## config.mk

```make
export PLATFORM = sky130hd
export DESIGN_NAME = gregorian_day_difference_top
export DESIGN_NICKNAME = d
export VERILOG_FILES = /design/src/sv/gdd_pkg.sv /design/src/sv/gdd_date_unit.sv /design/src/sv/gregorian_day_difference_top.sv
export SDC_FILE = /design/constraint.sdc
export NUM_CORES = 1
export LEC_CHECK = 0
export BUFFER_PORTS_ARGS = -buffer_cell sky130_fd_sc_hd__buf_2
export CORE_MARGIN = 2
export CORE_UTILIZATION = 60
export CTS_CLUSTER_SIZE = 8
export DETAILED_ROUTE_END_ITERATION = 10
export PLACE_DENSITY = 0.87
export SLEW_MARGIN = 40
export SYNTH_ARGS = -nofsm -noshare
export SYNTH_HDL_FRONTEND = slang
export SYNTH_HIERARCHICAL = 1
export SYNTH_SLANG_ARGS = --single-unit
```

## constraint.sdc

```tcl
create_clock -name clock -period 15.6 [get_ports clock]
set_clock_uncertainty 0.05 [all_clocks]
set_input_delay 1.56 -clock clock [delete_from_list [all_inputs] [get_ports clock]]
set_output_delay 1.56 -clock clock [all_outputs]
set_load 0.02 [all_outputs]
```

## src/sv/gdd_pkg.sv

```systemverilog
// Shared types, constants and calendar helper functions for the day-difference block.
`timescale 1ns / 1ps

package gdd_pkg;

   localparam int DayWidth   = 5;
   localparam int MonthWidth = 4;
   localparam int YearWidth  = 14;
   localparam int CountWidth = 22;
   localparam int DoyWidth   = 9;
   localparam int Q100Width  = 8;
   localparam int BaseWidth  = 23;

   localparam logic [YearWidth-1:0]  YearMax    = 14'd9999;
   localparam logic [12:0]           Recip100   = 13'd5243;
   localparam int                    Recip100Sh = 19;
   localparam logic [MonthWidth-1:0] MonthJan   = 4'd1;
   localparam logic [MonthWidth-1:0] MonthFeb   = 4'd2;
   localparam logic [MonthWidth-1:0] MonthDec   = 4'd12;

   typedef struct packed {
      logic s1;
      logic s2;
      logic s3;
   } stage_en_type;

   typedef struct packed {
      logic [CountWidth-1:0] serial;
      logic                  ok;
   } date_serial_type;

   // days in a month; zero for a month code outside January..December
   function automatic logic [DayWidth-1:0] days_in_month(input logic [MonthWidth-1:0] m,
                                                         input logic leap);
      logic [DayWidth-1:0] lim;
      case (m)
         4'd1, 4'd3, 4'd5, 4'd7, 4'd8, 4'd10, 4'd12: lim = 5'd31;
         4'd4, 4'd6, 4'd9, 4'd11:                    lim = 5'd30;
         4'd2:                                       lim = leap ? 5'd29 : 5'd28;
         default:                                    lim = 5'd0;
      endcase
      return lim;
   endfunction

   // day offset of the month's first day in a year that starts in March
   function automatic logic [DoyWidth-1:0] month_offset(input logic [MonthWidth-1:0] m);
      logic [DoyWidth-1:0] off;
      case (m)
         4'd3:    off = 9'd0;
         4'd4:    off = 9'd31;
         4'd5:    off = 9'd61;
         4'd6:    off = 9'd92;
         4'd7:    off = 9'd122;
         4'd8:    off = 9'd153;
         4'd9:    off = 9'd184;
         4'd10:   off = 9'd214;
         4'd11:   off = 9'd245;
         4'd12:   off = 9'd275;
         4'd1:    off = 9'd306;
         4'd2:    off = 9'd337;
         default: off = 9'd0;
      endcase
      return off;
   endfunction

endpackage

```

## src/sv/gdd_date_unit.sv

```systemverilog
// Three-stage pipeline that checks one date and turns it into a serial day number.
`timescale 1ns / 1ps

module gdd_date_unit
   import gdd_pkg::*;
(
   input  logic                  clock,
   input  stage_en_type          en,
   input  logic [DayWidth-1:0]   day,
   input  logic [MonthWidth-1:0] month,
   input  logic [YearWidth-1:0]  year,
   output date_serial_type       result
);

   logic [DayWidth-1:0]   d1_ff;
   logic [MonthWidth-1:0] m1_ff;
   logic [YearWidth-1:0]  y1_ff;
   logic [Q100Width-1:0]  q100y_ff, q100y_in;
   logic [YearWidth+12:0] q_prod;

   logic [BaseWidth-1:0]  base_ff, base_in;
   logic [Q100Width-1:0]  q100yy_ff, q100yy_in;
   logic                  ok2_ff, ok2_in;

   logic [CountWidth-1:0] serial_ff, serial_in;
   logic                  ok3_ff;

   logic [YearWidth-1:0]  rem_full;
   logic [6:0]            rem100;
   logic                  leap;
   logic                  jan_feb;
   logic                  month_ok;
   logic [YearWidth-1:0]  yy;
   logic [DoyWidth-1:0]   doy;
   logic [DayWidth-1:0]   lim;

   // stage 1: year / 100 by reciprocal multiply
   assign q_prod   = {13'd0, year} * {14'd0, Recip100};
   assign q100y_in = Q100Width'(q_prod >> Recip100Sh);

   // stage 2: validity, March-based year and month, partial serial number
   always_comb begin
      rem_full  = y1_ff - YearWidth'(q100y_ff) * YearWidth'(100);
      rem100    = rem_full[6:0];
      leap      = ((y1_ff[1:0] == 2'd0) && (rem100 != 7'd0)) ||
                  ((rem100 == 7'd0) && (q100y_ff[1:0] == 2'd0));
      lim       = days_in_month(m1_ff, leap);
      month_ok  = m1_ff inside {[MonthJan:MonthDec]};
      ok2_in    = (y1_ff != '0) && (y1_ff <= YearMax) && month_ok &&
                  (d1_ff != '0) && (d1_ff <= lim);
      jan_feb   = (m1_ff == MonthJan) || (m1_ff == MonthFeb);
      yy        = jan_feb ? y1_ff - YearWidth'(1) : y1_ff;
      q100yy_in = (jan_feb && (rem100 == 7'd0)) ? q100y_ff - Q100Width'(1) : q100y_ff;
      doy       = month_offset(m1_ff) + DoyWidth'(d1_ff) - DoyWidth'(1);
      base_in   = BaseWidth'(yy) * BaseWidth'(365) + BaseWidth'(yy >> 2) + BaseWidth'(doy);
   end

   // stage 3: century corrections
   assign serial_in = CountWidth'(base_ff - BaseWidth'(q100yy_ff)
                                  + BaseWidth'(q100yy_ff >> 2));

   always_ff @(posedge clock) begin
      if (en.s1) begin
         d1_ff    <= day;
         m1_ff    <= month;
         y1_ff    <= year;
         q100y_ff <= q100y_in;
      end
      if (en.s2) begin
         base_ff   <= base_in;
         q100yy_ff <= q100yy_in;
         ok2_ff    <= ok2_in;
      end
      if (en.s3) begin
         serial_ff <= serial_in;
         ok3_ff    <= ok2_ff;
      end
   end

   assign result.serial = serial_ff;
   assign result.ok     = ok3_ff;

endmodule

```

## src/sv/gregorian_day_difference_top.sv

```systemverilog
// Top level: Gregorian day difference between two dates, four-stage pipeline.
//
// Usage:
//   req_* channel carries a start date and an end date (day, month, year).
//   A transfer happens at a rising edge with valid high and stall low.
//   rsp_* channel returns rsp_day_count and rsp_date_error, one per request,
//   in order. A bad date in either input gives date_error 1 and count 0.
//   csr_wr_en / csr_wr_data write include_end_day (adds one to each count without a date error);
//   write it only while no request is in flight.
// Timing:
//   A request passes the three registered date stages and then the registered
//   compare/subtract stage before rsp_valid. Throughput is one transfer per
//   cycle while rsp_stall is low; each stage holds one item.
// Reset (synchronous, active high) empties the pipeline and clears
//   include_end_day. When rsp_stall is high the result holds; stages behind
//   it keep filling bubbles, and req_stall rises once all four are full.
`timescale 1ns / 1ps

module gregorian_day_difference_top
   import gdd_pkg::*;
(
   input  logic                  clock,
   input  logic                  reset,
   input  logic                  req_valid,
   output logic                  req_stall,
   input  logic [DayWidth-1:0]   req_start_day,
   input  logic [MonthWidth-1:0] req_start_month,
   input  logic [YearWidth-1:0]  req_start_year,
   input  logic [DayWidth-1:0]   req_end_day,
   input  logic [MonthWidth-1:0] req_end_month,
   input  logic [YearWidth-1:0]  req_end_year,
   output logic                  rsp_valid,
   input  logic                  rsp_stall,
   output logic [CountWidth-1:0] rsp_day_count,
   output logic                  rsp_date_error,
   input  logic                  csr_wr_en,
   input  logic                  csr_wr_data
);

   logic [3:0]            valid_ff, valid_in;
   logic [3:0]            ready;
   stage_en_type          en;
   date_serial_type       start_res, end_res;
   logic                  include_ff;
   logic [CountWidth-1:0] count_ff, count_in;
   logic                  err_ff, err_in;

   // a stage loads when empty or when the stage after it moves on
   assign ready[3] = !valid_ff[3] || !rsp_stall;
   assign ready[2] = !valid_ff[2] || ready[3];
   assign ready[1] = !valid_ff[1] || ready[2];
   assign ready[0] = !valid_ff[0] || ready[1];

   assign en.s1 = ready[0];
   assign en.s2 = ready[1];
   assign en.s3 = ready[2];

   assign valid_in = {valid_ff[2:0], req_valid};

   gdd_date_unit u_start (
      .clock  (clock),
      .en     (en),
      .day    (req_start_day),
      .month  (req_start_month),
      .year   (req_start_year),
      .result (start_res)
   );

   gdd_date_unit u_end (
      .clock  (clock),
      .en     (en),
      .day    (req_end_day),
      .month  (req_end_month),
      .year   (req_end_year),
      .result (end_res)
   );

   always_comb begin
      if (!(start_res.ok && end_res.ok)) begin
         err_in   = 1'b1;
         count_in = '0;
      end else begin
         err_in   = 1'b0;
         count_in = (start_res.serial < end_res.serial) ?
                    end_res.serial - start_res.serial : '0;
         count_in = count_in + CountWidth'(include_ff);
      end
   end

   always_ff @(posedge clock) begin
      if (reset) begin
         valid_ff   <= '0;
         include_ff <= 1'b0;
      end else begin
         for (int i = 0; i < 4; i++) begin
            if (ready[i]) begin
               valid_ff[i] <= valid_in[i];
            end
         end
         if (csr_wr_en) begin
            include_ff <= csr_wr_data;
         end
      end
   end

   always_ff @(posedge clock) begin
      if (ready[3]) begin
         count_ff <= count_in;
         err_ff   <= err_in;
      end
   end

   assign req_stall      = !ready[0];
   assign rsp_valid      = valid_ff[3];
   assign rsp_day_count  = count_ff;
   assign rsp_date_error = err_ff;

endmodule
```

==> flow_metrics.env, run 1 <==
export IMPL_rr_worst_depth=24
export IMPL_path_buf_inv=5
export IMPL_crit_family="adder cells"
export IMPL_yosysWarnings=6
export IMPL_r2r_start="u_start/m1_ff[3]$_DFFE_PP_"
export IMPL_cts_buffer_depth=3
export IMPL_synthFlopType="edfxtp_1"
export IMPL_synthXorXnorAreaFrac_pct=5.995
export IMPL_crit_top_cell="inv_1"
export IMPL_rr_endpoint="u_start/base_ff[21]$_DFFE_PP_"
export IMPL_grt_max_degree=72
export IMPL_antenna_found_initial=0
export IMPL_crit_path_top_delay_cell="fa_1"
export IMPL_die_area_mm2=0.04651
export IMPL_insertion_delay_ns=0.54
export IMPL_r2r_slack_ns=8.67
export IMPL_period_minus_slack_ns=6.925
export IMPL_timing_fmax_ghz=0.1444
export IMPL_postRouteAntennaNets=0
export IMPL_muxShareOfSynthArea_pct=0.6423
export IMPL_first_pass_iters=5
export IMPL_cp_data_required_time_ns=15.82
export IMPL_path_depth=24
export IMPL_die_x_um=215.7
export IMPL_numCtsBuffers=34
export IMPL_grtUsageTotal_pct=26.14
export IMPL_syn_cell_area_mm2=0.02688
export IMPL_hold_path_class="register to register"
export IMPL_startpoint="u_start/m1_ff[3]$_DFFE_PP_"
export IMPL_drive_gt1_share_pct=6.006
export IMPL_cp_arrival_ns=7.14
export IMPL_cts_root_buf="clkbuf_16"
export IMPL_worst_hold_slack_ns=0.3615
export IMPL_hold_end="u_start/ok3_ff$_DFFE_PP_"
export IMPL_route_detailed_drc=0
export IMPL_hold_viol_final=0
export IMPL_ctsHoldBuffers=0
export IMPL_cts_tree="done"
export IMPL_synth_compound_area_share_pct=10.72
export IMPL_ys_ff_latch=216
export IMPL_clk_pin_slew_ns=0.05
export IMPL_area_growth_pct=7.633
export IMPL_cp_start_kind="register"
export IMPL_initial_core_util_pct=60.79
export IMPL_synth_async_sr_flop_share_pct=0
export IMPL_ys_seq_area_share_pct=23.27
export IMPL_hpwl_um=48290
export IMPL_syn_inst=2699
export IMPL_synth_edf_count=193
export IMPL_chipHeight_um=215.7
export IMPL_synthDistinctLibCells=99
export IMPL_syn_area_per_cell_um2=9.960
export IMPL_min_delay_start="u_start/ok2_ff$_DFFE_PP_"
export IMPL_multi_input_area_mm2=0.01802
export IMPL_status="finished clean"
export IMPL_hold_depth=0
export IMPL_rsz0062_at_grt="false"
export IMPL_criticalPathCategory="register to register"
export IMPL_crit_fanout=6
export IMPL_seq_area_mm2=0.006256
export IMPL_dp_cells=3348
export IMPL_grt_overflow=0
export IMPL_vias=19260
export IMPL_tns_ns=0
export IMPL_final_core_util_pct=65.43
export IMPL_worst_slew_pin_slew_ns=0.8279
export IMPL_fp_row_count=77
export IMPL_grt_pass1_wl_um=98560
export IMPL_drv_cap=0
export IMPL_slowest_delay_ns=0.55
export IMPL_htree_levels=2
export IMPL_antenna_cells=0
export IMPL_post_cts_buffers=0
export IMPL_synth_fp_nets=3474
export IMPL_fillers=3309
export IMPL_core_mm2=0.04422
export IMPL_viasPerCell=5.653
export IMPL_fin_nets=3567
export IMPL_portBuffers=76
export IMPL_yosys_area_share_simple_pct=8.601
export IMPL_gp_congestion=0.9290
export IMPL_cp_cell_sequence="or2_2 -> nor2_4 -> nand4_4 -> nor4_1 -> xnor2_1 -> inv_1 -> ha_1 -> inv_1 -> fa_1 -> inv_1 -> fa_1 -> fa_1 -> inv_1 -> fa_1 -> inv_1 -> ha_1 -> and3_1 -> o21ai_0 -> o21a_1 -> o41a_1 -> o21ai_0 -> o21a_1 -> nor2_1 -> xnor2_1"
export IMPL_stdcell_count=3406
export IMPL_yosys_area_share_adder_pct=41.00
export IMPL_relSlewSlack_pct=44.30
export IMPL_clkSinkCount=216
export IMPL_setup_viol=0
export IMPL_fin_crit_sh_pct=44.39
export IMPL_drt_iter0_drc=1234
export IMPL_synth_top_family_by_area="adder cells"
export IMPL_wirelength_um=58850
export IMPL_maxSlewViolCount=0
export IMPL_grt_pass1_vias=20170
export IMPL_cts_resized_gates=0
export IMPL_ios=77
export IMPL_drt_wirelength_per_cell_um=17.28
export IMPL_end_kind="register"
[sequential cells by signal (all words and copies together), names as in the netlist, 5 cells and up, named ones only]
name	count
rsp_day_count	22
u_end/base_ff	22
u_end/d1_ff	5
u_end/q100y_ff	8
u_end/q100yy_ff	8
u_end/serial_ff	22
u_end/y1_ff	14
u_start/base_ff	22
u_start/d1_ff	5
u_start/q100y_ff	8
u_start/q100yy_ff	8
u_start/serial_ff	22
u_start/y1_ff	14
[per-layer routing]
metal  wire length (um)  part of all wire (%)  global-route usage [%]
met5                  0                     0                       0
met4               1951                   3.3                   9.241
met3               2363                   4.0                   3.270
met2              30150                    51                   47.36
met1              24380                    41                   32.00
[final cells by class]
| class | instances | area share [%] |
|---|---|---|
| clock inverters | 6 | 0.1773 |
| flip-flops and latches | 216 | 21.62 |
| well taps | 592 | 2.560 |
| repair buffers | 79 | 1.405 |
| clock buffers | 52 | 3.209 |
| multi-input cells | 1787 | 62.28 |
| inverters | 674 | 8.744 |
[Yosys cell counts (all sizes together), types with 10 or more instances]
| master | instances | share of area (%) |
|---|---|---|
| a21o | 42 | 1.2 |
| nor2b | 23 | 0.54 |
| nand2 | 82 | 1.1 |
| inv | 673 | 9.4 |
| and3 | 23 | 0.56 |
| mux2i | 15 | 0.56 |
| fa | 263 | 20 |
| a31oi | 12 | 0.28 |
| o211ai | 14 | 0.39 |
| nand2b | 25 | 0.61 |
| or4 | 12 | 0.39 |
| o21a | 29 | 0.81 |
| and2 | 13 | 0.31 |
| o21bai | 16 | 0.45 |
| xnor2 | 113 | 3.8 |
| o21ai | 112 | 2.1 |
| nand3 | 30 | 0.56 |
| or2 | 10 | 0.23 |
| ha | 460 | 21 |
| or3 | 16 | 0.40 |
| xor2 | 65 | 2.1 |
| o31ai | 10 | 0.28 |
| nor4 | 17 | 0.47 |
| dfxtp | 23 | 1.7 |
| nor2 | 101 | 1.5 |
| edfxtp | 193 | 22 |
| a211oi | 15 | 0.42 |
| nor3 | 29 | 0.54 |
| nand4 | 20 | 0.58 |
| a21oi | 120 | 2.2 |
| clkbuf | 15 | 0.21 |
[worst max path at each step]
stage / slack [ns] / endpoint
finish: 8.67 / u_start/base_ff[21]$_DFFE_PP_
global route: 8.23 / u_end/base_ff[15]$_DFFE_PP_
CTS: 8.70 / u_end/base_ff[20]$_DFFE_PP_
detailed placement: 8.74 / u_end/base_ff[20]$_DFFE_PP_
global placement: 8.99 / u_end/base_ff[15]$_DFFE_PP_
floorplan: 9.23 / u_start/base_ff[21]$_DFFE_PP_
[kinds of logic (layout without fill, tap and decap cells)]
logic type | count (synthesis) | after routing
AOI/OAI and AO/OA | 444 | 444
xor gates and xnor gates | 179 | 179
adders and majority gates | 723 | 723
buffers and inverters | 696 | 811
DFF | 216 | 216
muxes | 17 | 17
and+or+nand+nor | 424 | 424
[cell usage in the layout (no fill, tap or decap), types with 10 or more instances in the layout]
cell type  instances
a211oi_1          15
a21o_1            42
a21oi_1          119
a31oi_1           12
and2_1            11
and3_1            21
buf_2             76
clkbuf_1          17
clkbuf_16         34
dfxtp_1           23
edfxtp_1         193
fa_1             263
ha_1             460
inv_1            672
mux2i_1           15
nand2_1           80
nand2b_1          24
nand3_1           29
nand4_1           18
nor2_1            98
nor2b_1           23
nor3_1            29
nor4_1            15
o211ai_1          14
o21a_1            29
o21ai_0          106
o21bai_1          16
o31ai_1           10
or3_1             13
xnor2_1          110
xor2_1            64
[per-stage QoR]
step	area, um2	worst slack, ns
after detailed placement	27950	8.736
after floorplan	26880	9.234
after global placement	27940	8.990
final	28930	8.675
after CTS	28930	8.695
after global routing	28930	8.233
Power of run 1 is left out: the tool's default activity adds up to more than one toggle a clock period on the data nets, which glitch-free logic cannot reach.
==> run 2, diff against run 1 <==
--- a/config.mk
+++ b/config.mk
@@ -7,10 +7,10 @@
 export LEC_CHECK = 0
 export BUFFER_PORTS_ARGS = -buffer_cell sky130_fd_sc_hd__buf_2
 export CORE_MARGIN = 2
-export CORE_UTILIZATION = 60
+export CORE_UTILIZATION = 59
 export CTS_CLUSTER_SIZE = 8
 export DETAILED_ROUTE_END_ITERATION = 10
-export PLACE_DENSITY = 0.87
+export PLACE_DENSITY = 0.89
 export SLEW_MARGIN = 40
 export SYNTH_ARGS = -nofsm -noshare
 export SYNTH_HDL_FRONTEND = slang
==> constraint.sdc (replaced) <==
create_clock -name clock -period 6.3 [get_ports clock]
set_clock_uncertainty 0.05 [all_clocks]
set_input_delay 0.63 -clock clock [delete_from_list [all_inputs] [get_ports clock]]
set_output_delay 0.63 -clock clock [all_outputs]
set_load 0.02 [all_outputs]
==> flow_metrics.env, run 2 (same netlist as run 1, synthesis figures left out) <==
export IMPL_hold_viol_final=0
export IMPL_grt_pass1_wl_um=99880
export IMPL_grt_pass1_vias=21070
export IMPL_drt_iter0_drc=1470
export IMPL_viasPerCell=5.698
export IMPL_crit_family="adder cells"
export IMPL_period_minus_slack_ns=6.267
export IMPL_ctsHoldBuffers=0
export IMPL_die_area_mm2=0.04729
export IMPL_fillers=3193
export IMPL_end_kind="register"
export IMPL_chipHeight_um=217.5
export IMPL_die_x_um=217.5
export IMPL_wirelength_um=62410
export IMPL_timing_fmax_ghz=0.1596
export IMPL_crit_path_top_delay_cell="fa_1"
export IMPL_gp_congestion=0.9542
export IMPL_grt_overflow=0
export IMPL_maxSlewViolCount=0
export IMPL_final_core_util_pct=66.30
export IMPL_clkSinkCount=216
export IMPL_ios=77
export IMPL_fin_nets=3642
export IMPL_final_cell_mix="661 x inv_1, 439 x ha_1, 261 x fa_1, 193 x edfxtp_1, 117 x a21oi_1"
export IMPL_cp_data_required_time_ns=6.56
export IMPL_drive_gt1_share_pct=10.80
export IMPL_htree_levels=1
export IMPL_status="finished clean"
export IMPL_fin_crit_sh_pct=99.48
export IMPL_antenna_cells=0
export IMPL_antenna_found_initial=0
export IMPL_hold_path_class="primary input to register"
export IMPL_postRouteAntennaNets=0
export IMPL_route_detailed_drc=0
export IMPL_relSlewSlack_pct=47.09
export IMPL_layout_commonest_cell="inv_1"
export IMPL_crit_top_cell="fa_1"
export IMPL_numCtsBuffers=31
export IMPL_area_growth_pct=11.44
export IMPL_hpwl_um=49240
export IMPL_core_mm2=0.04519
export IMPL_crit_fanout=4
export IMPL_cts_buffer_depth=3
export IMPL_path_buf_inv=6
export IMPL_cts_tree="done"
export IMPL_slowest_delay_ns=0.54
export IMPL_drv_cap=0
export IMPL_vias=19890
export IMPL_cts_root_buf="clkbuf_16"
export IMPL_drt_wirelength_per_cell_um=17.88
export IMPL_setup_viol=0
export IMPL_first_pass_iters=9
export IMPL_grtUsageTotal_pct=25.91
export IMPL_cp_start_kind="register"
export IMPL_worst_slew_pin_slew_ns=0.7917
export IMPL_insertion_delay_ns=0.57
export IMPL_criticalPathCategory="register to register"
export IMPL_initial_core_util_pct=59.49
export IMPL_grt_max_degree=63
export IMPL_cp_arrival_ns=6.53
export IMPL_fp_row_count=78
export IMPL_portBuffers=76
export IMPL_clk_pin_slew_ns=0.05
-- run 2: cell type report --
cell class                 count  area, um2  share of cell area [%]
multi-input combinational   1787      18550                   61.91
inverter                     674       2530                   8.445
sequential                   216       6256                   20.88
clock inverter                 1      3.754                 0.01253
timing repair buffer         157      996.0                   3.325
tap                          600      750.7                   2.506
clock buffer                  55      875.8                   2.924
-- run 2: timing repair --
action                     4_1_cts  5_1_grt
buffers inserted                 1       27
setup endpoints to repair       11       14
resized for setup               15       87
pin swaps                        1       64
-- run 2: per-layer routing --
layer | part of all wire [%] | GRT usage, % | vias to the layer above | routed length (um)
met5 | 0 | 0 | - | 0
met1 | 39 | 30.62 | 9676 | 24450
met3 | 5.2 | 3.347 | 198 | 3267
met2 | 51 | 47.04 | 693 | 31780
li1 | - | - | 9320 | -
met4 | 4.7 | 11.42 | 0 | 2907
-- run 2: final timing paths --
| path | startpoint | end | slack [ns] | cells after the start |
|---|---|---|---|---|
| setup reg to reg | u_start/m1_ff[2]$_DFFE_PP_ | u_start/base_ff[21]$_DFFE_PP_ | 0.03 | 25 |
| hold reg to reg | u_end/ok2_ff$_DFFE_PP_ | u_end/ok3_ff$_DFFE_PP_ | 0.38 | 0 |
| hold / removal | req_end_day[0] | u_end/d1_ff[0]$_DFFE_PP_ | 0.18 | 1 |
| setup / recovery | u_start/m1_ff[2]$_DFFE_PP_ | u_start/base_ff[21]$_DFFE_PP_ | 0.03 | 25 |
-- run 2: per-stage QoR --
step           setup TNS, ns  cells  setup slack, ns  hold slack, ns  instance area [um2]
2_1_floorplan              0   2699         0.004198          0.3503                26890
3_3_place_gp               0   3406          0.09428          0.3849                28340
3_5_place_dp         -0.4534   3406          -0.1314          0.3713                28340
4_1_cts                    0   3463         0.006625          0.1703                29310
5_1_grt              -0.5116   3490          -0.1636          0.1810                29960
6_report                   0   3490          0.03288          0.1817                29960
Power of run 2 is left out for the same reason.
